[config.mk]
export PLATFORM = sky130hd
export DESIGN_NAME = nibble_rotor_cipher_unit
export DESIGN_NICKNAME = d
export VERILOG_FILES = /design/src/hdl/nrc_pkg.sv /design/src/hdl/nibble_rotor_cipher_unit.sv /design/src/hdl/nrc_cfg_regs.sv /design/src/hdl/nrc_rotor_state.sv /design/src/hdl/nrc_symbol_path.sv
export SDC_FILE = /design/constraint.sdc
export NUM_CORES = 1
export LEC_CHECK = 0
export ABC_AREA = 1
export BUFFER_PORTS_ARGS = -buffer_cell sky130_fd_sc_hd__clkbuf_2
export CAP_MARGIN = 20
export CORE_MARGIN = 4
export CORE_UTILIZATION = 35
export DETAILED_ROUTE_END_ITERATION = 8
export HOLD_SLACK_MARGIN = 0.05
export SLEW_MARGIN = 5
export SYNTH_ARGS = -nofsm -noshare
export SYNTH_HDL_FRONTEND = slang
export SYNTH_SLANG_ARGS = --single-unit
[constraint.sdc]
create_clock -name clk_i -period 13.9 [get_ports clk_i]
set_input_delay 1.39 -clock clk_i [delete_from_list [all_inputs] [get_ports clk_i]]
set_output_delay 1.39 -clock clk_i [all_outputs]
set_load 0.005 [all_outputs]
[src/hdl/nrc_pkg.sv]
// Shared types, constants and map helpers for the nibble rotor cipher.
// No dependencies; imported by every module of the block.
`default_nettype none

package nrc_pkg;

  localparam int unsigned NibbleW    = 4;
  localparam int unsigned MapW       = 64;
  localparam int unsigned SymCount   = 16;
  localparam int unsigned RotorCount = 3;
  localparam int unsigned CfgIdxW    = 3;
  localparam logic [MapW-1:0] IdentityMap = 64'hFEDC_BA98_7654_3210;
  localparam logic [3:0] StepLast = 4'd8;   // step count runs 0..8

  typedef logic [NibbleW-1:0] nib_t;

  typedef enum logic [CfgIdxW-1:0] {
    CfgRotorA    = 3'd0,
    CfgRotorB    = 3'd1,
    CfgRotorC    = 3'd2,
    CfgReflector = 3'd3,
    CfgPlugboard = 3'd4,
    CfgDecrypt   = 3'd5
  } cfg_idx_e;

  typedef struct packed {
    logic [RotorCount-1:0][MapW-1:0] wiring;
    logic [MapW-1:0]                 reflector;
    logic [MapW-1:0]                 plugboard;
    logic                            decrypt;
  } nrc_cfg_t;

  typedef logic [RotorCount-1:0][NibbleW-1:0] offsets_t;

  function automatic nib_t map_nibble(input logic [MapW-1:0] map, input nib_t idx);
    return map[idx*NibbleW +: NibbleW];
  endfunction

  // Lowest input i whose rotated output equals s; s itself if none matches.
  function automatic nib_t rotor_inv(input logic [MapW-1:0] w, input nib_t off,
                                     input nib_t s);
    nib_t res;
    logic found;
    nib_t j;
    res   = s;
    found = 1'b0;
    for (int i = 0; i < SymCount; i++) begin
      j = NibbleW'(i) + off;
      if (!found && map_nibble(w, j) == s) begin
        res   = NibbleW'(i);
        found = 1'b1;
      end
    end
    return res;
  endfunction

endpackage

`default_nettype wire

[src/hdl/nibble_rotor_cipher_unit.sv]
// Nibble rotor cipher, top level: item register, symbol sequencing, result register.
// Throughput: one symbol per cycle through the single symbol path unless output stalls;
// a new item is taken while the last symbol of the previous item passes the path.
// Registered results: encrypt low symbol, then encrypt high symbol or decrypt byte.
// Reset: identity maps, encrypt mode, rotor offsets and step count zero, no item held.
// Depends on nrc_pkg, nrc_cfg_regs, nrc_rotor_state, nrc_symbol_path.
`default_nettype none

module nibble_rotor_cipher_unit
  import nrc_pkg::*;
(
  input  wire logic               clk_i,
  input  wire logic               rst_ni,
  input  wire logic               cfg_we_i,
  input  wire logic [CfgIdxW-1:0] cfg_idx_i,
  input  wire logic [MapW-1:0]    cfg_data_i,
  input  wire logic               in_valid_i,
  output logic                    in_ready_o,
  input  wire logic [7:0]         plain_byte_i,
  input  wire logic [3:0]         cipher_low_i,
  input  wire logic [3:0]         cipher_high_i,
  output logic                    out_valid_o,
  input  wire logic               out_ready_i,
  output logic [7:0]              out_value_o,
  output logic                    last_o
);

  nrc_cfg_t cfg;
  offsets_t offsets;
  nib_t     sym_in, sym_res;

  logic item_valid_q, phase_q;
  nib_t sym0_q, sym1_q, lo_q;
  logic out_valid_q, last_q;
  logic [7:0] out_value_q;

  logic accept, need_out, fire;

  nrc_cfg_regs u_cfg (
    .clk_i, .rst_ni, .cfg_we_i, .cfg_idx_i, .cfg_data_i, .cfg_o(cfg)
  );

  nrc_rotor_state u_state (
    .clk_i, .rst_ni, .step_i(fire), .offsets_o(offsets)
  );

  nrc_symbol_path u_path (
    .cfg_i(cfg), .offsets_i(offsets), .sym_i(sym_in), .sym_o(sym_res)
  );

  // decrypt low symbol is held back until the high one completes the byte
  assign need_out   = !cfg.decrypt || phase_q;
  assign fire       = item_valid_q && (!out_valid_q || out_ready_i || !need_out);
  assign in_ready_o = !item_valid_q || (phase_q && fire);
  assign accept     = in_valid_i && in_ready_o;
  assign sym_in     = phase_q ? sym1_q : sym0_q;

  always_ff @(posedge clk_i or negedge rst_ni) begin
    if (!rst_ni) begin
      item_valid_q <= 1'b0;
      phase_q      <= 1'b0;
      out_valid_q  <= 1'b0;
    end else begin
      if (accept) begin
        item_valid_q <= 1'b1;
        phase_q      <= 1'b0;
      end else if (fire) begin
        phase_q <= !phase_q;
        if (phase_q) item_valid_q <= 1'b0;
      end
      if (fire && need_out) begin
        out_valid_q <= 1'b1;
      end else if (out_ready_i) begin
        out_valid_q <= 1'b0;
      end
    end
  end

  always_ff @(posedge clk_i) begin
    if (accept) begin
      sym0_q <= cfg.decrypt ? cipher_low_i  : plain_byte_i[3:0];
      sym1_q <= cfg.decrypt ? cipher_high_i : plain_byte_i[7:4];
    end
    if (fire && !phase_q) lo_q <= sym_res;
    if (fire && need_out) begin
      out_value_q <= cfg.decrypt ? {sym_res, lo_q} : {4'd0, sym_res};
      last_q      <= phase_q;
    end
  end

  assign out_valid_o = out_valid_q;
  assign out_value_o = out_value_q;
  assign last_o      = last_q;

endmodule

`default_nettype wire

[src/hdl/nrc_cfg_regs.sv]
// Configuration register file: rotor wirings, reflector, plugboard, mode.
// Depends on nrc_pkg.
`default_nettype none

module nrc_cfg_regs
  import nrc_pkg::*;
(
  input  wire logic                clk_i,
  input  wire logic                rst_ni,
  input  wire logic                cfg_we_i,
  input  wire logic [CfgIdxW-1:0]  cfg_idx_i,
  input  wire logic [MapW-1:0]     cfg_data_i,
  output nrc_cfg_t                 cfg_o
);

  nrc_cfg_t cfg_q, cfg_d;

  always_comb begin
    cfg_d = cfg_q;
    if (cfg_we_i) begin
      unique case (cfg_idx_i)
        CfgRotorA:    cfg_d.wiring[0] = cfg_data_i;
        CfgRotorB:    cfg_d.wiring[1] = cfg_data_i;
        CfgRotorC:    cfg_d.wiring[2] = cfg_data_i;
        CfgReflector: cfg_d.reflector = cfg_data_i;
        CfgPlugboard: cfg_d.plugboard = cfg_data_i;
        CfgDecrypt:   cfg_d.decrypt   = cfg_data_i[0];
        default:      ;  // unused index, write dropped
      endcase
    end
  end

  always_ff @(posedge clk_i or negedge rst_ni) begin
    if (!rst_ni) begin
      cfg_q.wiring    <= {RotorCount{IdentityMap}};
      cfg_q.reflector <= IdentityMap;
      cfg_q.plugboard <= IdentityMap;
      cfg_q.decrypt   <= 1'b0;
    end else begin
      cfg_q <= cfg_d;
    end
  end

  assign cfg_o = cfg_q;

endmodule

`default_nettype wire

[src/hdl/nrc_rotor_state.sv]
// Rotor offsets and the mod-9 step counter, advanced once per symbol.
// Depends on nrc_pkg.
`default_nettype none

module nrc_rotor_state
  import nrc_pkg::*;
(
  input  wire logic clk_i,
  input  wire logic rst_ni,
  input  wire logic step_i,
  output offsets_t  offsets_o
);

  offsets_t   offsets_q, offsets_d;
  logic [3:0] count_q, count_d;
  logic       step_b, step_c;

  // rotor b every third symbol, rotor c every ninth
  assign step_b = (count_q == 4'd0) || (count_q == 4'd3) || (count_q == 4'd6);
  assign step_c = (count_q == 4'd0);

  always_comb begin
    offsets_d = offsets_q;
    count_d   = count_q;
    if (step_i) begin
      offsets_d[0] = offsets_q[0] + 4'd1;
      if (step_b) offsets_d[1] = offsets_q[1] + 4'd1;
      if (step_c) offsets_d[2] = offsets_q[2] + 4'd1;
      count_d = (count_q == StepLast) ? 4'd0 : count_q + 4'd1;
    end
  end

  always_ff @(posedge clk_i or negedge rst_ni) begin
    if (!rst_ni) begin
      offsets_q <= '0;
      count_q   <= 4'd0;
    end else begin
      offsets_q <= offsets_d;
      count_q   <= count_d;
    end
  end

  assign offsets_o = offsets_q;

endmodule

`default_nettype wire

[src/hdl/nrc_symbol_path.sv]
// Combinational symbol path: plugboard, rotors forward, reflector,
// rotors inverse, plugboard. Depends on nrc_pkg.
`default_nettype none

module nrc_symbol_path
  import nrc_pkg::*;
(
  input  wire nrc_cfg_t  cfg_i,
  input  wire offsets_t  offsets_i,
  input  wire nib_t      sym_i,
  output nib_t           sym_o
);

  nib_t fwd [RotorCount+1];
  nib_t inv [RotorCount+1];

  always_comb begin
    fwd[0] = map_nibble(cfg_i.plugboard, sym_i);
    for (int k = 0; k < RotorCount; k++) begin
      fwd[k+1] = map_nibble(cfg_i.wiring[k], fwd[k] + offsets_i[k]);
    end
    inv[RotorCount] = map_nibble(cfg_i.reflector, fwd[RotorCount]);
    for (int k = RotorCount - 1; k >= 0; k--) begin
      inv[k] = rotor_inv(cfg_i.wiring[k], offsets_i[k], inv[k+1]);
    end
  end

  assign sym_o = map_nibble(cfg_i.plugboard, inv[0]);

endmodule

`default_nettype wire
# After elaboration in Yosys (flattened, before gate mapping)
# Index checks and enable logic that the tools add are counted.
dict set report op_classes {
  eq_ne 56
  n_reduce_logical 120
  n_shift 54
  n_addsub 49
  mux 105
}
# op n
set ops {}
lappend ops {{64-bit by 7-bit indexed part select with 4-bit output} 54}
lappend ops {{4-bit 2-to-1 mux} 53}
lappend ops {{4-bit == test} 48}
lappend ops {{4-bit adder (first input constant)} 24}
lappend ops {{1-bit 2-to-1 mux} 52}
lappend ops {{1-bit logical AND} 50}
lappend ops {{1-bit logical NOT} 50}
lappend ops {{3-bit by 4-bit adder with 4-bit output (first input constant)} 12}
lappend ops {{2-bit by 4-bit adder with 4-bit output (first input constant)} 6}
lappend ops {{2-bit AND reduction} 9}
lappend ops {{1-bit by 4-bit adder with 4-bit output (first input constant)} 3}
lappend ops {{4-bit adder} 3}
lappend ops {{3-bit by 2-bit == test with 1-bit output (second input constant)} 2}
lappend ops {{3-bit == test (second input constant)} 2}
lappend ops {{1-bit logical OR} 6}
lappend ops {{2-bit nonzero test} 3}
lappend ops {{4-bit by 1-bit adder with 4-bit output (second input constant)} 1}
lappend ops {{4-bit by 2-bit == test with 1-bit output (second input constant)} 1}
lappend ops {{4-bit by 3-bit == test with 1-bit output (second input constant)} 1}
lappend ops {{4-bit == test (second input constant)} 1}
lappend ops {{4-bit logical NOT} 1}
lappend ops {{3-bit by 1-bit == test with 1-bit output (second input constant)} 1}
lappend ops {{3-bit logical NOT} 1}
dict set report word_totals {
  input_bits 88
  word_cells 403
  out_inout_bits 11
  reg_bits 361
}

# Logic depth before layout (Yosys ltp)
# Gate-level depths: netlist (run 1).
dict set report logic_depth {
  word_depth 152
  ltp_mapped 116
  mapped_depth_nobuf 107
}

# Cells and area by module
# From an unflattened synthesis (run 1), not the netlist that was laid out.
dict set report unflattened {
  hier_cells 4954
  hier_area_um2 32150.8
}
# mod seq_area_each_um2 cells_per_inst area_per_inst_um2 n_inst
set by_module_without_submodules {}
lappend by_module_without_submodules {nrc_symbol_path 0.0 3346 17559.3 1}
lappend by_module_without_submodules {nrc_cfg_regs 8232.9 1396 12672.2 1}
lappend by_module_without_submodules {nibble_rotor_cipher_unit 705.7 103 1021.0 1}
lappend by_module_without_submodules {nrc_rotor_state 400.4 109 898.4 1}

# Worst setup path after synthesis (run 1)
# No wires, ideal clock.
dict set report synth_timing {
  path_kind {reg-to-reg}
  from {reg phase_q}
  to {reg out_value_q[1], in the netlist out_value_o[1], data pin}
  period_less_slack_ns 12.386
  path_stages_with_launch 96
  setup_ns 0.253
  path_buffers 13
  t_required_ns 13.647
  setup_slack_ns 1.514
  arrival_time_ns 12.132
  path_cell_list {dfrtp_1 buf_6 o21ai_4 clkbuf_1 a21oi_1 o21ai_0 o21ai_0 o211ai_1 nand2_1 inv_1 ha_1 inv_1 fa_1 clkbuf_1 inv_1 clkbuf_1 a21oi_1 a22oi_1 [60 not listed] nand4_2 nor2_4 nand2_2 nor2_4 nand2_2 nor2_4 nand3_1 nand2_2 nand2_4 nand2_4 buf_6 nand2_1 nand3_1 nand3_1 nand3_1 nand2_1 nand2_1 nand2_1}
}
dict set report synth_between {
  elab_chain_len 152
  elab_cells_between_ends 242
  classes_between {add/sub: 3; eq/ne: 48; shift: 6; mux: 95; reduce/logical: 90}
}
# item line_no
set synth_rtl {}
lappend synth_rtl {{start, declared} nibble_rotor_cipher_unit.sv:32} ;# logic item_valid_q, phase_q;
lappend synth_rtl {{start signal, assigned} nibble_rotor_cipher_unit.sv:68} ;# phase_q <= !phase_q;
lappend synth_rtl {{4-bit 2-to-1 mux *} nibble_rotor_cipher_unit.sv:56} ;# assign sym_in = phase_q ? sym1_q : sym0_q;
lappend synth_rtl {{64-bit by 7-bit indexed part select with 4-bit output *} nrc_pkg.sv:36} ;# return map[idx*NibbleW +: NibbleW];
lappend synth_rtl {{4-bit adder *} nrc_symbol_path.sv:20} ;# fwd[k+1] = map_nibble(cfg_i.wiring[k], fwd[k] + offsets_i[k]);
lappend synth_rtl {{64-bit by 7-bit indexed part select with 4-bit output *} nrc_pkg.sv:36}
lappend synth_rtl {{4-bit adder *} nrc_symbol_path.sv:20}
lappend synth_rtl {{64-bit by 7-bit indexed part select with 4-bit output *} nrc_pkg.sv:36}
lappend synth_rtl {{4-bit adder *} nrc_symbol_path.sv:20}
lappend synth_rtl {{64-bit by 7-bit indexed part select with 4-bit output * (2 in series)} nrc_pkg.sv:36}
lappend synth_rtl {{[136 not listed]} -}
lappend synth_rtl {{1-bit logical AND} nrc_pkg.sv:49} ;# if (!found && map_nibble(w, j) == s) begin
lappend synth_rtl {{1-bit 2-to-1 mux} nrc_pkg.sv:49}
lappend synth_rtl {{1-bit logical NOT} nrc_pkg.sv:49}
lappend synth_rtl {{1-bit logical AND} nrc_pkg.sv:49}
lappend synth_rtl {{4-bit 2-to-1 mux *} nrc_pkg.sv:49}
lappend synth_rtl {{64-bit by 7-bit indexed part select with 4-bit output *} nrc_pkg.sv:36}
lappend synth_rtl {{via sym_res[1]} nibble_rotor_cipher_unit.sv:30} ;# nib_t sym_in, sym_res;
lappend synth_rtl {{4-bit 2-to-1 mux *} nibble_rotor_cipher_unit.sv:86} ;# out_value_q <= cfg.decrypt ? {sym_res, lo_q} : {4'd0, sym_res};
lappend synth_rtl {{end signal, assigned} nibble_rotor_cipher_unit.sv:86}
lappend synth_rtl {{end, declared} nibble_rotor_cipher_unit.sv:35} ;# logic [7:0] out_value_q;
# Mark *: on every way through the listed nets, which the timed path passes. The rest lies on a longest branch.
# A chain may end at the register's enable or synchronous reset.

# Worst setup path in the final report (run 1)
dict set report layout_timing {
  from {reg phase_q}
  to {reg out_value_q[0], in the netlist out_value_o[0], data pin}
}
# Same word-level chain as after synthesis.

==> results summary, run 1 <==
The run finished with clean final reports. The synthesized area divided by synthesized cell count came out at 6.88 um^2. Leaving out fill and tap cells, the most frequent cell in the layout is nand2_1.

The highest fanout seen on the critical path came out at 16. The number of antenna violations at the first check in global routing came to 26. In this run the count of I/O pins placed on the die edge is 99.

The cell area after layout is 0.0352 mm^2. The share of synthesized flip-flops with an asynchronous set or reset came out at 94.2%. In the routed design, unresolved DRC markers number 0. The clock arrives with 13.8 ps of skew. The number of buffers and inverters on the critical path is 13. The hold slack is 485 ps. The vias after detailed routing came out at 30.7k. The number of search-and-repair iterations in the first detailed-routing pass came out at 8. The cell that appears most often on the critical path is nand2_1. The data required time at the worst endpoint came out at 14220 ps. The startpoint of the most critical setup path is phase_q$_DFFE_PN0P_. The die covers 0.0926 mm^2. The top achievable clock speed came out at 0.0753 GHz. For this block, the initial DRC count from the detailed router was 3824. The number of failing hold endpoints at the final stage is 0. The synthesis warning total is 0.

In this run the tightest slew margin relative to its limit is 24.6%. The library cells used most frequently in the layout, excluding fill and tap cells, are nand2_1 (1239), o21ai_0 (888), inv_1 (499). The class of the most critical setup path is reg -> reg.

The area of the core is 0.0869 mm^2. The distinct cell type count of the synthesized netlist came out at 63. The root buffer cell chosen for the clock tree is clkbuf_16.

In this run the critical register-to-register path is captured at out_value_o[0]$_DFFE_PP_. The die is 304 um tall. The number of synthesized register bits came out at 361. The initial core utilization came out at 35.4%. After detailed placement, the design holds a cell count of 5553.

The congestion estimate from routability-driven global placement came to 0.968. The overall fraction of global-route tracks in use came out at 23.3%. The wire length of the first global-routing pass is 168000 um. Row generation in the floorplan step produced 108 rows. The worst reg2reg path depth came out at 87.

After clock tree synthesis, the clock-pin slew on the worst setup and hold paths is 60 ps. The setup check on the worst reg-to-reg path leaves a slack of 620 ps. The number of I/O port buffers is 98. The transition time of the tightest slew-check pin came out at 1130 ps.

Summed over all layers, the routed wires come to 115000 um. The total setup violations reported at the end of the flow came out at 0. The worst path in the final design needs a cycle of 13280 ps, including I/O delays and setup. The H-tree generated during clock tree synthesis spans 2 levels.

The net count of the finished layout is 4674. The nature of the critical path endpoint is a register. The final worst-path cycle share is 95.5%. After the flow finishes, the layout carries non-filler instances totaling 5748. At the worst endpoint, the arrival time is 13590 ps. The capturing element of the worst setup path is out_value_o[0]$_DFFE_PP_. The insertion delay of the later-clocked pin in the worst-skew pair came out at 580 ps.

Counting buffers and inverters, the worst setup path is 87 cells deep. The total half-perimeter wirelength after legalization and detailed placement came out at 83200 um. Setup repair after global routing could not meet its margin everywhere. The post-route netlist has 15.1% of its cells at a drive strength greater than 1.

The gate count after technology mapping came out at 4470. The clock buffer count from CTS is 39. The routed wire length per instance came out at 20.0 um. After routing, the total negative slack on setup checks comes to 0 ps. The tightest min-delay check is of the reg -> reg type. TritonCTS built the clock tree.

The horizontal die dimension is 304 um. The peak per-stage delay on the critical path is 640 ps. Relative to the synthesized area, the layout overhead comes to 14.6%. The number of filler cells placed in the layout came out at 9089.

The type of element launching the critical path is a register. The number of enable flip-flop cells after synthesis came out at 21. The post-synthesis cell area is 0.0307 mm^2. Counting along the longest clock path gives a buffer depth of 3. The share of the Yosys chip area taken by registers is 30.4%.

The number of sinks driven by the clock tree is 361. The dominant synthesized flop cell is dfrtp_1. The detail-routed via count per cell is 5.34. The number of pins with negative max-slew slack in the final report was 0. The tool flagged a number of max-cap violations equal to 0. Summing all placed instances gives a cell area of 0.0322 mm^2.

The startpoint identified for the worst register-to-register timing path is phase_q$_DFFE_PN0P_. Among all stages on the critical path, the largest delay is contributed by fa_2. The overall overflow remaining after global route is 0. The number of nets in the synthesized netlist is 4594. The via count of the first global-routing pass is 26.6k. The cell type group with the largest total delay on the critical path is simple AND/OR/NAND/NOR gates. The detail route stage leaves a number of antenna-violating nets equal to 0. The pin count of the biggest net entering global routing is 129.
[Yosys cell counts (all sizes together), types with 2 or more instances]
cell type | count | area share (%)
dfrtp | 180 | 15
dfstp | 160 | 14
o21a | 6 | 0.15
nor4 | 11 | 0.33
nand3 | 272 | 4.9
nor4b | 2 | 0.077
nor2 | 87 | 1.4
a22oi | 8 | 0.20
xnor2 | 91 | 2.6
a21oi | 136 | 2.2
nand2 | 1293 | 17
clkbuf | 196 | 2.4
ha | 33 | 1.3
o21ai | 903 | 15
o311ai | 4 | 0.11
or2 | 5 | 0.10
mux2i | 295 | 9.6
nand3b | 19 | 0.46
o211ai | 12 | 0.29
fa | 3 | 0.20
edfxtp | 21 | 2.1
buf | 53 | 1.3
o221ai | 3 | 0.085
inv | 524 | 6.4
nor3 | 10 | 0.20
xor2 | 88 | 2.5
a31oi | 14 | 0.28
nand4 | 26 | 0.74
clkinv | 7 | 0.085
[cell type report]
| class | count | area (um^2) | area share [%] |
|---|---|---|---|
| multi-input combinational | 3338 | 18900 | 53.7 |
| sequential | 361 | 9340 | 26.5 |
| timing repair buffer | 279 | 2160 | 6.14 |
| inverter | 531 | 2020 | 5.74 |
| tap | 1155 | 1450 | 4.10 |
| clock buffer | 62 | 1170 | 3.32 |
| clock inverter | 9 | 130 | 0.369 |
| antenna | 13 | 32.5 | 0.0923 |
[registers in the layout (all words and copies together), names as in the netlist]
name               count
last_o                 1
lo_q                   4
out_value_o            8
u_state.count_q        4
out_valid_o            1
sym1_q                 4
sym0_q                 4
item_valid_q           1
u_state.offsets_o     12
u_cfg.cfg_o          321
phase_q                1
[worst min path at each step]
stage / from / end / slack (ps) / cells past startpoint
5_1_grt: u_cfg.cfg_o[84]$_DFFE_PN0P_ / u_cfg.cfg_o[84]$_DFFE_PN0P_ / 500 / 2
4_1_cts: u_cfg.cfg_o[162]$_DFFE_PN0P_ / u_cfg.cfg_o[162]$_DFFE_PN0P_ / 490 / 2
3_3_place_gp: u_cfg.cfg_o[212]$_DFFE_PN0P_ / u_cfg.cfg_o[212]$_DFFE_PN0P_ / 470 / 2
2_1_floorplan: u_cfg.cfg_o[105]$_DFFE_PN0P_ / u_cfg.cfg_o[105]$_DFFE_PN0P_ / 450 / 2
3_5_place_dp: u_cfg.cfg_o[162]$_DFFE_PN0P_ / u_cfg.cfg_o[162]$_DFFE_PN0P_ / 470 / 2
6_report: u_cfg.cfg_o[162]$_DFFE_PN0P_ / u_cfg.cfg_o[162]$_DFFE_PN0P_ / 490 / 2
[kinds of logic (layout without fill, tap and decap cells)]
group                    Yosys count  after routing  synth area share (%)
other                              0             13                     0
adder cells (fa/ha/maj)           36             36                  1.54
buffers and inverters            780            881                  10.2
multiplexers                     295            295                  9.62
XOR/XNOR                         179            179                  5.10
flip-flops                       361            361                  30.4
AND/OR/NAND/NOR                 1727           1735                  24.9
AO/OA/AOI/OAI                   1092           1093                  18.3
[metal layers]
metal / global-route usage [%] / vias up / routed length (um)
li1: - / 14800 / -
met1: 34.1 / 14300 / 51100
met3: 3.44 / 194 / 10400
met4: 6.69 / 4 / 3390
met2: 35.5 / 1375 / 50100
met5: 0 / - / 27
[through the flow]
step	worst slack (ps)	utilization [%]
final	621	40.6
after global routing	-188	40.5
after CTS	3.56	38.6
after detailed placement	-361	37.1
after global placement	-248	37.1
after floorplan	1510	-
[worst register-to-register path, delay by kind of cell, from the launching register on]
kind / cells / cell delay (ps)
buf+inv: 13 / 1870
compound gates: 15 / 1780
simple gates: 53 / 6590
fa+ha+maj: 6 / 2330
flops: 1 / 480
[repair_timing]
item,in CTS,in global routing
gates resized for setup,14,120
endpoints found under the hold margin,0,0
cloned,1,13
setup buffers,0,90
pin swaps,1,58
setup endpoints to repair,12,12
hold buffers,0,0
Power of run 1 is not shown: default switching activity piles up to over one toggle a cycle in this logic, so the estimate is an artifact.
==> run 2: changes to the inputs <==
--- a/config.mk
+++ b/config.mk
@@ -8,7 +8,6 @@
 export ABC_AREA = 1
 export BUFFER_PORTS_ARGS = -buffer_cell sky130_fd_sc_hd__clkbuf_2
 export CAP_MARGIN = 20
-export CORE_MARGIN = 4
 export CORE_UTILIZATION = 35
 export DETAILED_ROUTE_END_ITERATION = 8
 export HOLD_SLACK_MARGIN = 0.05
==> results summary, run 2 (synthesis gave the netlist of run 1 again) <==
The run finished with clean final reports. The worst reg2reg path depth is 88 (+1.1%). The final net count came out at 4718 (+0.94%). The cts-stage hold buffer count was 0 (unchanged). STA classifies the critical path endpoint as a register. The clock-pin slew on the worst setup and hold paths came to 60 ps (about the same). The floorplan die area came out at 0.0890 mm^2 (-3.9%). The top achievable clock speed was 0.0739 GHz (-1.8%). The transition time of the tightest slew-check pin came out at 1090 ps (-39.7 ps). The number of failing hold endpoints at the final stage was 0 (unchanged). The overall fraction of global-route tracks in use came out at 24.2% (+0.95 points).

The post-route core utilization came out at 41.5% (+0.94 points). The clock tree skew after final layout came out at 10.7 ps (-3.09 ps). The number of I/O port buffers came out at 98 (unchanged). The min-delay analysis places its worst path in the category reg -> reg. In this run the critical register-to-register path is launched from phase_q$_DFFE_PN0P_. The cell area after layout came out at 0.0361 mm^2 (+2.3%). The data arrival time at the worst-slack endpoint is 13920 ps (+330 ps). The peak per-stage delay on the critical path came out at 610 ps (-30 ps).

The number of nets with antenna violations after detailed routing came out at 0 (unchanged). The TritonCTS clock tree is yes. The area growth from synthesis to final layout came out at 17.3%.

The setup slack of the worst register-to-register path was 370 ps (-250 ps). The number of antenna violations at the first check in global routing is 28 (+7.7%). The number of search-and-repair iterations in the first detailed-routing pass is 6 (-2). The clock period minus worst slack came out at 13530 ps (+247 ps). The number of placed I/O pins is 99 (unchanged). The die extent in y was 298 um (-2.0%).

The depth of the worst hold-timing path is 2 (unchanged). The horizontal die dimension is 298 um (-2.0%). Setup repair after global routing could not meet its margin everywhere. The insertion delay of the later-clocked pin in the worst-skew pair was 570 ps (about the same).

The final worst-path cycle share came out at 97.3% (+1.8 points). The vias after detailed routing came to 30.6k (-0.36%). The initial core utilization is 35.4% (unchanged). The clock buffer count from CTS is 39 (unchanged). The wire length of the first global-routing pass came out at 166000 um (-1.5%). The routed wire length per instance is 19.7 um (-1.4%). The fraction of layout instances using a drive strength above 1 came to 17.6% (+2.5 points). The number of flip-flops under the largest register name is 321 (unchanged).

The number of instances in the placed design is 5595 (+0.76%). The endpoint of the most critical register-to-register path is out_value_o[6]$_SDFFCE_PN0P_. The number of sinks driven by the clock tree came out at 361 (unchanged). The number of buffers on the longest clock path is 3 (unchanged). The total setup violations reported at the end of the flow came out at 0 (unchanged). The root buffer selected by CTS is clkbuf_16. The total wirelength of the detailed-routed design came out at 114000 um (-0.53%).

The via count of the first global-routing pass is 26.7k (+0.20%). Among all stages on the critical path, the largest delay is contributed by fa_2. The total half-perimeter wirelength after legalization and detailed placement is 83300 um (about the same).

The number of cell rows is 108 (unchanged). The detail-routed via count per cell is 5.28 (-1.2%). Leaving out fill and tap cells, the most frequent cells in the layout are nand2_1 (1217), o21ai_0 (883), inv_1 (494). The critical path is of the reg -> reg type. The hold-critical path endpoint is u_cfg.cfg_o[226]$_DFFE_PN0P_.

The area of the core came out at 0.0869 mm^2 (unchanged). The overall overflow remaining after global route came out at 0 (unchanged). The non-filler instance count after layout is 5796 (+0.84%). The highest fanout seen on the critical path is 8 (-8). The worst slew slack as a fraction of its limit came out at 27.5% (+3.0 points).

The instance area after placement came out at 0.0326 mm^2 (+1.1%). The data required time at the worst endpoint came to 14290 ps (+70 ps). The first-iteration detailed-routing DRC count is 3286 (-14%). The final RePlAce weighted congestion came to 0.999 (+3.2%). The number of H-tree levels came to 2 (unchanged). The most frequent standard cell in the layout excluding fill and tap cells is nand2_1. STA classifies the critical path startpoint as a register.

The count of max-cap constraint violations is 0 (unchanged). The worst hold path begins at u_cfg.cfg_o[226]$_DFFE_PN0P_. The number of pins with negative max-slew slack in the final report is 0 (unchanged). The number of design rule violations left after detail routing is 0 (unchanged). The pin count of the biggest net entering global routing came out at 129 (unchanged). The library cell appearing most often on the critical path is nor2_4.
-- run 2: routing by layer --
layer  GRT usage (%)  vias up  wire, um
met5               0        -        51
met4            9.37        8      4860
met3            2.89      203      9300
met2            36.7     1222     49500
met1            35.1    14200     50700
li1                -    14900         -
-- run 2: area by class of cell --
class	instances	area, um^2
clock buffers	59	1180
multi-input cells	3340	19300
well taps	1155	1450
repair inverters	1	5.00
diodes	17	42.5
fillers	8981	50800
clock inverters	12	121
repair buffers	320	2570
inverters	531	2020
flip-flops and latches	361	9340
-- run 2: how the worst max path moves through the flow --
stage	startpoint	cells past startpoint	end	slack, ps
3_3_place_gp	phase_q$_DFFE_PN0P_	91	out_value_o[5]$_SDFFCE_PN0P_	50
6_report	phase_q$_DFFE_PN0P_	88	out_value_o[6]$_SDFFCE_PN0P_	370
3_5_place_dp	phase_q$_DFFE_PN0P_	91	out_value_o[5]$_SDFFCE_PN0P_	-30
2_1_floorplan	phase_q$_DFFE_PN0P_	95	out_value_o[1]$_DFFE_PP_	1510
4_1_cts	phase_q$_DFFE_PN0P_	91	out_value_o[5]$_SDFFCE_PN0P_	20
5_1_grt	phase_q$_DFFE_PN0P_	91	out_value_o[0]$_DFFE_PP_	-290
-- run 2: critical path, delay by kind of cell, from the launching register on --
family | cells | cell delay, ps
adder cells (fa/ha/maj) | 6 | 2380
XOR/XNOR | 2 | 280
flip-flops | 1 | 490
AO/OA/AOI/OAI | 19 | 2380
buffers and inverters | 19 | 2480
AND/OR/NAND/NOR | 42 | 5340
-- run 2: through the flow --
| step | setup TNS, ps | setup slack (ps) | hold WS (ps) |
|---|---|---|---|
| after floorplan | 0 | 1510 | 453 |
| after global placement | 0 | 45.5 | 467 |
| after detailed placement | -50.6 | -34.1 | 475 |
| after CTS | 0 | 18.4 | 490 |
| after global routing | -2720 | -290 | 502 |
| final | 0 | 374 | 486 |
-- run 2: repair_timing --
item,in CTS,in global routing
endpoints found under the setup margin,4,12
pin swaps,0,116
gates cloned,0,18
buffers inserted,0,87
gates resized for setup,4,240
Power of run 2 is left out for the same reason.
